<file path="config.mk">
export PLATFORM = sky130hd
export DESIGN_NAME = quoted_delimiter_tokenizer
export DESIGN_NICKNAME = d
export VERILOG_FILES = /design/src/design/qdt_pkg.sv /design/src/design/qdt_cfg_regs.sv /design/src/design/qdt_classify.sv /design/src/design/qdt_tokenizer.sv /design/src/design/quoted_delimiter_tokenizer.sv
export SDC_FILE = /design/constraint.sdc
export NUM_CORES = 1
export LEC_CHECK = 0
export BUFFER_PORTS_ARGS = -buffer_cell sky130_fd_sc_hd__buf_2
export CORE_ASPECT_RATIO = 1.75
export CORE_MARGIN = 2
export CORE_UTILIZATION = 55
export CTS_CLUSTER_SIZE = 25
export DETAILED_ROUTE_END_ITERATION = 10
export HOLD_SLACK_MARGIN = 0.05
export MAX_ROUTING_LAYER = met4
export PLACE_DENSITY = 0.77
export SYNTH_ARGS = -nofsm -noshare
export SYNTH_HDL_FRONTEND = slang
export SYNTH_SLANG_ARGS = --single-unit
</file>
<file path="constraint.sdc">
create_clock -name aclk -period 3.7 [get_ports aclk]
set_clock_uncertainty 0.2 [all_clocks]
set_input_delay 0.925 -clock aclk [delete_from_list [all_inputs] [get_ports aclk]]
set_output_delay 0.925 -clock aclk [all_outputs]
set_load 0.01 [all_outputs]
</file>
<file path="src/design/qdt_pkg.sv">
// ----------------------------------------------------------------------------
// qdt_pkg
// Shared types and constants of the quoted delimiter tokenizer.
// ----------------------------------------------------------------------------
package qdt_pkg;

    localparam int DEF_NUM_DELIMS    = 8;
    localparam int DEF_NUM_QUOTES    = 4;
    localparam int DEF_MAX_TOKEN_LEN = 4095;

    localparam int CHAR_W     = 8;
    localparam int CFG_W      = 64;
    localparam int CFG_IDX_W  = 1;
    localparam int ENDLEN_W   = 12;
    localparam int M_TDATA_W  = 32;

    typedef enum logic [CFG_IDX_W-1:0] {
        REG_DELIMITER_SET = 1'b0,
        REG_QUOTE_PAIRS   = 1'b1
    } cfg_reg_t;

    typedef enum logic [1:0] {
        KIND_DELIM = 2'd0,
        KIND_TOKEN = 2'd1,
        KIND_EOT   = 2'd2
    } kind_t;

    // Comparator results for one character
    typedef struct packed {
        logic              is_delim;
        logic [CHAR_W-1:0] right_quote;
    } match_t;

    typedef struct packed {
        logic [CHAR_W-1:0]   char_out;
        kind_t               kind;
        logic                token_start;
        logic [CHAR_W-1:0]   lead_delimiter;
        logic                token_end;
        logic [ENDLEN_W-1:0] ended_length;
        logic                in_quotes;
    } result_t;

endpackage

</file>
<file path="src/design/qdt_cfg_regs.sv">
// ----------------------------------------------------------------------------
// qdt_cfg_regs
// Delimiter set and quote pair registers, written through the config port.
// ----------------------------------------------------------------------------
module qdt_cfg_regs
    import qdt_pkg::*;
(
    input  logic                 aclk,
    input  logic                 aresetn,
    input  logic                 cfg_we,
    input  logic [CFG_IDX_W-1:0] cfg_index,
    input  logic [CFG_W-1:0]     cfg_wdata,
    output logic [CFG_W-1:0]     delimiter_set,
    output logic [CFG_W-1:0]     quote_pairs
);

    logic [CFG_W-1:0] delim_reg;
    logic [CFG_W-1:0] quote_reg;

    always_ff @(posedge aclk) begin
        if (!aresetn) begin
            delim_reg <= '0;
            quote_reg <= '0;
        end else if (cfg_we) begin
            unique case (cfg_reg_t'(cfg_index))
                REG_DELIMITER_SET: delim_reg <= cfg_wdata;
                REG_QUOTE_PAIRS:   quote_reg <= cfg_wdata;
                default:           ;
            endcase
        end
    end

    assign delimiter_set = delim_reg;
    assign quote_pairs   = quote_reg;

endmodule

</file>
<file path="src/design/qdt_classify.sv">
// ----------------------------------------------------------------------------
// qdt_classify
// Parallel compare of one character against the delimiter slots and the
// left bytes of the quote pairs.
// ----------------------------------------------------------------------------
module qdt_classify
    import qdt_pkg::*;
#(
    parameter int NUM_DELIMS = DEF_NUM_DELIMS,
    parameter int NUM_QUOTES = DEF_NUM_QUOTES
)(
    input  logic [CHAR_W-1:0] ch,
    input  logic [CFG_W-1:0]  delimiter_set,
    input  logic [CFG_W-1:0]  quote_pairs,
    output match_t            match
);

    logic [NUM_DELIMS-1:0] delim_hit;

    always_comb begin
        for (int i = 0; i < NUM_DELIMS; i++) begin
            delim_hit[i] = (delimiter_set[8*i +: 8] != '0) &&
                           (delimiter_set[8*i +: 8] == ch);
        end
    end

    // Lowest matching pair wins: scan from the top so low pairs override
    always_comb begin
        match.is_delim    = |delim_hit;
        match.right_quote = '0;
        for (int p = NUM_QUOTES - 1; p >= 0; p--) begin
            if ((quote_pairs[16*p +: 8] != '0) && (quote_pairs[16*p +: 8] == ch)) begin
                match.right_quote = quote_pairs[16*p+8 +: 8];
            end
        end
    end

endmodule

</file>
<file path="src/design/qdt_tokenizer.sv">
// ----------------------------------------------------------------------------
// qdt_tokenizer
// Token state and result for one character; state advances on each request
// that moves from the input register to the result register.
// ----------------------------------------------------------------------------
module qdt_tokenizer
    import qdt_pkg::*;
#(
    parameter int MAX_TOKEN_LEN = DEF_MAX_TOKEN_LEN
)(
    input  logic              aclk,
    input  logic              aresetn,
    input  logic              advance,
    input  logic [CHAR_W-1:0] ch,
    input  logic              end_of_text,
    input  match_t            match,
    output result_t           result
);

    localparam int LEN_W = $clog2(MAX_TOKEN_LEN + 1);
    localparam logic [LEN_W-1:0] LEN_MAX = LEN_W'(MAX_TOKEN_LEN);
    localparam logic [LEN_W-1:0] LEN_ONE = LEN_W'(1);

    logic              inside_reg, inside_next;
    logic [CHAR_W-1:0] closing_reg, closing_next;
    logic [CHAR_W-1:0] pending_reg, pending_next;
    logic [LEN_W-1:0]  len_reg, len_next;

    logic [LEN_W-1:0]          len_grown;
    logic [LEN_W+ENDLEN_W-1:0] len_wide;

    assign len_grown = (len_reg < LEN_MAX) ? len_reg + LEN_ONE : len_reg;
    assign len_wide  = {{ENDLEN_W{1'b0}}, len_reg};

    always_comb begin
        inside_next  = inside_reg;
        closing_next = closing_reg;
        pending_next = pending_reg;
        len_next     = len_reg;
        result       = '0;

        priority if (end_of_text || ch == '0) begin
            result.kind = KIND_EOT;
            if (inside_reg) begin
                result.token_end    = 1'b1;
                result.ended_length = len_wide[ENDLEN_W-1:0];
            end
            inside_next  = 1'b0;
            closing_next = '0;
            pending_next = '0;
            len_next     = '0;
        end else if (inside_reg && closing_reg != '0) begin
            // Inside a quote every byte belongs to the token
            result.char_out = ch;
            result.kind     = KIND_TOKEN;
            if (ch == closing_reg) begin
                closing_next = '0;
            end
            len_next = len_grown;
        end else if (match.is_delim) begin
            result.char_out = ch;
            result.kind     = KIND_DELIM;
            if (inside_reg) begin
                result.token_end    = 1'b1;
                result.ended_length = len_wide[ENDLEN_W-1:0];
                inside_next         = 1'b0;
                len_next            = '0;
            end
            pending_next = ch;
        end else begin
            result.char_out = ch;
            result.kind     = KIND_TOKEN;
            if (!inside_reg) begin
                result.token_start    = 1'b1;
                result.lead_delimiter = pending_reg;
                pending_next          = '0;
                inside_next           = 1'b1;
                len_next              = LEN_ONE;
            end else begin
                len_next = len_grown;
            end
            closing_next = match.right_quote;
        end

        result.in_quotes = (closing_next != '0);
    end

    always_ff @(posedge aclk) begin
        if (!aresetn) begin
            inside_reg  <= 1'b0;
            closing_reg <= '0;
            pending_reg <= '0;
            len_reg     <= '0;
        end else if (advance) begin
            inside_reg  <= inside_next;
            closing_reg <= closing_next;
            pending_reg <= pending_next;
            len_reg     <= len_next;
        end
    end

endmodule

</file>
<file path="src/design/quoted_delimiter_tokenizer.sv">
// ----------------------------------------------------------------------------
// quoted_delimiter_tokenizer
// Splits a byte stream into tokens with configurable delimiters and quotes.
//
//   channel | dir | tdata                                      | tuser
//   s_      | in  | [7:0] ch                                   | [0] end_of_text
//   m_      | out | char, start, lead delim, end, length, quote | [1:0] kind
//   cfg_    | in  | write only: index 0 delimiters, 1 quotes   | -
//
// One request per cycle while the result is not stalled; an accepted input
// moves through the input register, then the result register, which is set
// by the single compare and update pass between them. Reset (aresetn low,
// synchronous) clears the token state, the config registers and both valid
// flags. A stalled result holds the pipeline; the input register still
// drains into the result register in the cycle the result is taken.
// ----------------------------------------------------------------------------
module quoted_delimiter_tokenizer
    import qdt_pkg::*;
#(
    parameter int NUM_DELIMS    = DEF_NUM_DELIMS,
    parameter int NUM_QUOTES    = DEF_NUM_QUOTES,
    parameter int MAX_TOKEN_LEN = DEF_MAX_TOKEN_LEN
)(
    input  logic                 aclk,
    input  logic                 aresetn,
    input  logic                 s_tvalid,
    output logic                 s_tready,
    input  logic [CHAR_W-1:0]    s_tdata,   // [7:0] ch
    input  logic                 s_tuser,   // [0] end_of_text
    output logic                 m_tvalid,
    input  logic                 m_tready,
    // [7:0] char_out, [8] token_start, [16:9] lead_delimiter, [17] token_end,
    // [29:18] ended_length, [30] in_quotes, [31] zero
    output logic [M_TDATA_W-1:0] m_tdata,
    output logic [1:0]           m_tuser,   // [1:0] kind
    input  logic                 cfg_we,
    input  logic [CFG_IDX_W-1:0] cfg_index,
    input  logic [CFG_W-1:0]     cfg_wdata
);

    logic [CFG_W-1:0] delimiter_set;
    logic [CFG_W-1:0] quote_pairs;

    logic              in_valid_reg;
    logic [CHAR_W-1:0] in_ch_reg;
    logic              in_eot_reg;
    logic              out_valid_reg;
    result_t           out_res_reg;

    logic    advance;
    match_t  match;
    result_t result;

    assign advance  = in_valid_reg && (!out_valid_reg || m_tready);
    assign s_tready = !in_valid_reg || advance;

    qdt_cfg_regs u_cfg (
        .aclk          (aclk),
        .aresetn       (aresetn),
        .cfg_we        (cfg_we),
        .cfg_index     (cfg_index),
        .cfg_wdata     (cfg_wdata),
        .delimiter_set (delimiter_set),
        .quote_pairs   (quote_pairs)
    );

    qdt_classify #(
        .NUM_DELIMS (NUM_DELIMS),
        .NUM_QUOTES (NUM_QUOTES)
    ) u_classify (
        .ch            (in_ch_reg),
        .delimiter_set (delimiter_set),
        .quote_pairs   (quote_pairs),
        .match         (match)
    );

    qdt_tokenizer #(
        .MAX_TOKEN_LEN (MAX_TOKEN_LEN)
    ) u_tokenizer (
        .aclk        (aclk),
        .aresetn     (aresetn),
        .advance     (advance),
        .ch          (in_ch_reg),
        .end_of_text (in_eot_reg),
        .match       (match),
        .result      (result)
    );

    always_ff @(posedge aclk) begin
        if (!aresetn) begin
            in_valid_reg  <= 1'b0;
            out_valid_reg <= 1'b0;
        end else begin
            if (s_tready) begin
                in_valid_reg <= s_tvalid;
            end
            if (advance) begin
                out_valid_reg <= 1'b1;
            end else if (m_tready) begin
                out_valid_reg <= 1'b0;
            end
        end
    end

    always_ff @(posedge aclk) begin
        if (s_tvalid && s_tready) begin
            in_ch_reg  <= s_tdata;
            in_eot_reg <= s_tuser;
        end
        if (advance) begin
            out_res_reg <= result;
        end
    end

    assign m_tvalid = out_valid_reg;
    assign m_tdata  = {1'b0,
                       out_res_reg.in_quotes,
                       out_res_reg.ended_length,
                       out_res_reg.token_end,
                       out_res_reg.lead_delimiter,
                       out_res_reg.token_start,
                       out_res_reg.char_out};
    assign m_tuser  = out_res_reg.kind;

endmodule

</file>
Word level (Yosys, flattened, before mapping)
Index checks and enable logic that the tools add are counted.
{"block": "word_totals", "regBits": 201, "in_bits": 79, "elab_cells": 110}
{"block": "classes", "add_sub_neg": 1, "magnitude_cmp": 1, "n_eq_ne": 16, "mux": 30, "bitwise_logic": 1, "reduce_logical": 44}
{"operator": "$reduce_bool A8 Y1", "count": 14}
{"operator": "$eq A8 B8 Y1", "count": 13}
{"operator": "$mux W8", "count": 12}
{"operator": "$mux W12", "count": 6}
{"operator": "$mux W13", "count": 4}
{"operator": "$logic_and A1 B1 Y1", "count": 15}
{"operator": "$add A12 B1 Y12 const B", "count": 1}
{"operator": "$lt A12 B12 Y1 const B", "count": 1}
{"operator": "$reduce_or A11 Y1", "count": 1}
{"operator": "$reduce_or A10 Y1", "count": 1}
{"operator": "$mux W9", "count": 1}
{"operator": "$logic_not A8 Y1", "count": 1}
{"operator": "$reduce_and A2 Y1", "count": 4}
{"operator": "$reduce_or A8 Y1", "count": 1}
{"operator": "$mux W1", "count": 7}
{"operator": "$ne A4 B1 Y1 const B", "count": 1}
{"operator": "$logic_or A1 B1 Y1", "count": 3}
{"operator": "$ne A3 B3 Y1 const B", "count": 1}
{"operator": "$reduce_and A3 Y1", "count": 1}
{"operator": "$logic_not A1 Y1", "count": 2}
{"operator": "$ne A2 B1 Y1 const B", "count": 1}
{"operator": "$reduce_bool A2 Y1", "count": 1}
{"operator": "$not A1 Y1", "count": 1}

Longest topological paths before layout
{"block": "logic_depth", "ltp_word": 10, "mapped_depth": 12}

Hierarchy
A second synthesis with hierarchy kept.
{"block": "unflattened", "cells_unflattened": 966, "hier_area_um2": 9698.1}
{"mod": "qdt_cfg_regs", "n_inst": 1, "cells_per_inst": 485, "area_per_inst_um2": 4834.6, "seq_area_each_um2": 2562.5}
{"mod": "qdt_tokenizer", "n_inst": 1, "cells_per_inst": 208, "area_per_inst_um2": 1747.9, "seq_area_each_um2": 580.6}
{"mod": "qdt_classify", "n_inst": 1, "cells_per_inst": 220, "area_per_inst_um2": 1739.2, "seq_area_each_um2": 0.0}
{"mod": "quoted_delimiter_tokenizer", "n_inst": 1, "cells_per_inst": 53, "area_per_inst_um2": 1376.3, "seq_area_each_um2": 1301.2}

Least setup slack after synthesis
OpenSTA, ideal clock, no wires.
{"block": "synth_timing", "path_kind": "in2reg", "start": "input m_tready", "end": "register out_res_reg (netlist bit m_tdata[0]), enable pin", "t_arrival_ps": 2508, "slack_ps": 582, "cell_stages": 5, "path_buffers": 2, "cell_sequence": "nor2b_1 nand2b_1 buf_2 clkinv_1 clkbuf_1"}
{"block": "synth_via", "elab_chain_cells": 2}
{"item": "from (decl)", "line": "quoted_delimiter_tokenizer.sv:31", "text": "input logic m_tready,"}
{"item": "$logic_or A1 B1 Y1", "line": "quoted_delimiter_tokenizer.sv:54", "text": "assign advance = in_valid_reg && (!out_valid_reg || m_tready);"}
{"item": "$logic_and A1 B1 Y1", "line": "quoted_delimiter_tokenizer.sv:54"}
{"item": "net advance", "line": "quoted_delimiter_tokenizer.sv:50", "text": "logic advance;"}
{"item": "to (signal assigned)", "line": "quoted_delimiter_tokenizer.sv:111", "text": "out_res_reg <= result;"}
{"item": "to (decl)", "line": "quoted_delimiter_tokenizer.sv:48", "text": "result_t out_res_reg;"}
The timed path passes the listed nets, and every way through them passes these cells.
A chain may end at the register's enable or synchronous reset.

==> flow_summary.toml <==
[run_status]
status = "complete, no violations"

[logic_synthesis]
ys_seq_area_frac = 0.488
synth_top_flop_cell = "dfxtp_1"
synth-seq-cells = 201
avgSynthCellArea_um2 = 8.69
async_flop_share = 0
synth_edf_count = 42
syn-cell-area_um2 = 9110
synth_top_area_frac = 0.349
synthCells = 1048
ys_warn_count = 0
yosysTopAreaCell = "dfxtp_1"
ys_types = 54
synthTopCellsByArea = "dfxtp_1 (35%), edfxtp_1 (14%), nand2_1 (11%), a21oi_1 (7.8%), xor2_1 (7.3%)"
synth_nets = 1128

[min_path]
worstHoldPathType = "register to register"
hold_path_depth = 2
hold_end = "u_tokenizer.pending_reg[1]"
min_from = "u_tokenizer.pending_reg[1]"

[placed_design]
place_inst = 1308
routabilityCongestion = 0.980
place_ws_ns = 0.296
postPlaceCellArea_um2 = 9800
io_buffers = 113
dpl.hpwl_um = 16600

[sta]
timing.fmax_mhz = 291
tns_ns = 0
maxSlewHeadroom = 0.370
finalHoldViolations = 0
setup_ws_ns = 0.265
layout_min_cycle_time_ns = 3.44
finalCritPeriodShare = 0.928
maxSlewViolCount = 0
setup_viol = 0
rsz0062_at_grt = "no"
worst_pin_slew_ns = 0.941

[setup_path]
critPathKind = "register to register"
worst_setup_path_start_kind = "register"
reg2reg_from = "in_ch_reg[5]"
crit_fanout = 12
arrival_ns = 3.46
r2r_slack_ns = 0.26
reg2reg_to = "m_tdata[30]"
critPathCaptureType = "register"
reg2regPathDepth = 8
required_ns = 3.72

[final_layout]
final.fill_count = 1406
fin_util = 0.644
final_cells = 1345
synthToLayoutAreaGrowth_pct = 15.1
final_design_area_no_fill_um2 = 10500
regArea_um2 = 4440
diodes = 0
finalNetCount = 1221
multi_input_area_um2 = 4270
drive_above_1_share = 0.165

[detailed_routing]
ant_nets = 0
drt-total-wl_um = 23500
drc_errors = 0
drt_first_pass_iters = 5
drtIter0Drc = 440
post_drt_wl_per_cell_um = 17.5
avgViaCountPerCell = 5.80
vias = 7796

[floorplanning]
fp.dieW_um = 101
die_h_um = 174
dieArea_um2 = 17700
rows = 62
boundaryPins = 115
coreArea_um2 = 16300
start_util = 0.559

[clock_network]
cts_hold_buf = 0
cts.sinks = 201
postCtsSetupBuffers = 0
root_buffer = "clkbuf_16"
clk_pin_slew_ns = 0.07
cts_buffers = 19
cts_resized = 0
ctsLongestPathBuffers = 3
cts_tree = "built"
clkLatencyLatePin_ns = 0.48
h-tree-depth = 1

[power]
powerDensity_nw_per_um2 = 473
ir_drop_v = 0.000356
p_leak_nw = 4.06

[global_route]
grt_use_met3 = 0.0314
grt_max_degree = 140
grt_pass1_wl_um = 36400
grt.busiest_layer = "met2"
global_route.usage.met1 = 0.289
grt_pass1_vias = 7286
grt_usage = 0.268
antenna_found_initial = 0
gr-total-overflow = 0
use_met2 = 0.478

[run]
cap_violations = 0
-- through the flow --
step,hold slack [ns],power (mW)
2_1_floorplan,0.231,2.78
3_3_place_gp,0.240,2.95
3_5_place_dp,0.245,2.96
4_1_cts,0.255,4.96
5_1_grt,0.269,5.12
6_report,0.251,4.96
-- placed cells by master, fill, tap and decap left out, drive strengths merged, types with 10 or more instances in the layout --
cell      n
buf     145
edfxtp   42
xnor2    30
o21ai    18
and3     11
dfxtp   159
clkbuf   22
nand3    10
a21oi   143
nor3     13
xor2     77
nor2     25
nor4     42
and2     23
nand2   279
nand4    20
-- worst max path at each step --
stage / cells after the start / start / end / slack [ns]
detailed placement: 8 / in_ch_reg[6] / m_tdata[30] / 0.30
global route: 8 / in_ch_reg[5] / m_tdata[30] / 0.06
floorplan: 5 / m_tready / m_tdata[0] / 0.58
global placement: 8 / in_ch_reg[6] / m_tdata[30] / 0.30
finish: 8 / in_ch_reg[5] / m_tdata[30] / 0.26
CTS: 8 / in_ch_reg[6] / m_tdata[30] / 0.21
-- per-layer routing --
metal,up-vias,share of wire
met5,-,0
met4,0,0.051
met3,69,0.044
met2,255,0.53
met1,3687,0.37
li1,3785,-
-- cell families after synthesis --
| group | Yosys count | share of synthesized area |
|---|---|---|
| DFF | 201 | 0.488 |
| and+or+nand+nor | 446 | 0.224 |
| other | 1 | 0.000412 |
| adders and majority gates | 1 | 0.00137 |
| AOI/OAI and AO/OA | 211 | 0.137 |
| buffers and inverters | 81 | 0.0453 |
| xor gates and xnor gates | 107 | 0.104 |
-- critical path, stage by stage (launching register included) --
cell	delay, ns
edfxtp_1	0.90
xor2_1	0.19
a211oi_1	0.08
nand4_1	0.16
nand4_1	0.38
o311ai_0	0.62
o41ai_1	0.19
nor4_1	0.32
nand4bb_1	0.13
-- report_power, final --
| group | total, mW | internal (mW) | switching, mW | leakage (nW) |
|---|---|---|---|---|
| combinational | 0.483 | 0.200 | 0.283 | 2.05 |
| sequential | 2.44 | 2.33 | 0.105 | 1.69 |
| clock | 2.04 | 1.21 | 0.826 | 0.318 |
-- synthesized netlist by cell type, types with 6 or more instances --
master / instances
xor2_1: 76
dfxtp_1: 159
clkbuf_1: 42
nand2b_1: 9
buf_4: 9
edfxtp_1: 42
nor2_1: 25
a21oi_1: 142
and2_1: 23
xnor2_1: 30
nand3_1: 10
nor4_1: 39
o311ai_0: 8
and3_1: 11
nand2_1: 279
buf_6: 7
nand4_1: 20
a211oi_1: 9
o21ai_0: 16
nor2b_1: 9
inv_1: 7
buf_1: 9
a311oi_1: 6
nor3_1: 13
-- cell type report --
cell class / count / area share
clock buffers: 22 / 0.0494
clock inverters: 11 / 0.0126
inverters: 8 / 0.00298
multi-input cells: 766 / 0.407
flip-flops and latches: 201 / 0.424
well taps: 192 / 0.0229
repair buffers: 145 / 0.0816
Power figures use the tool's default switching activity.
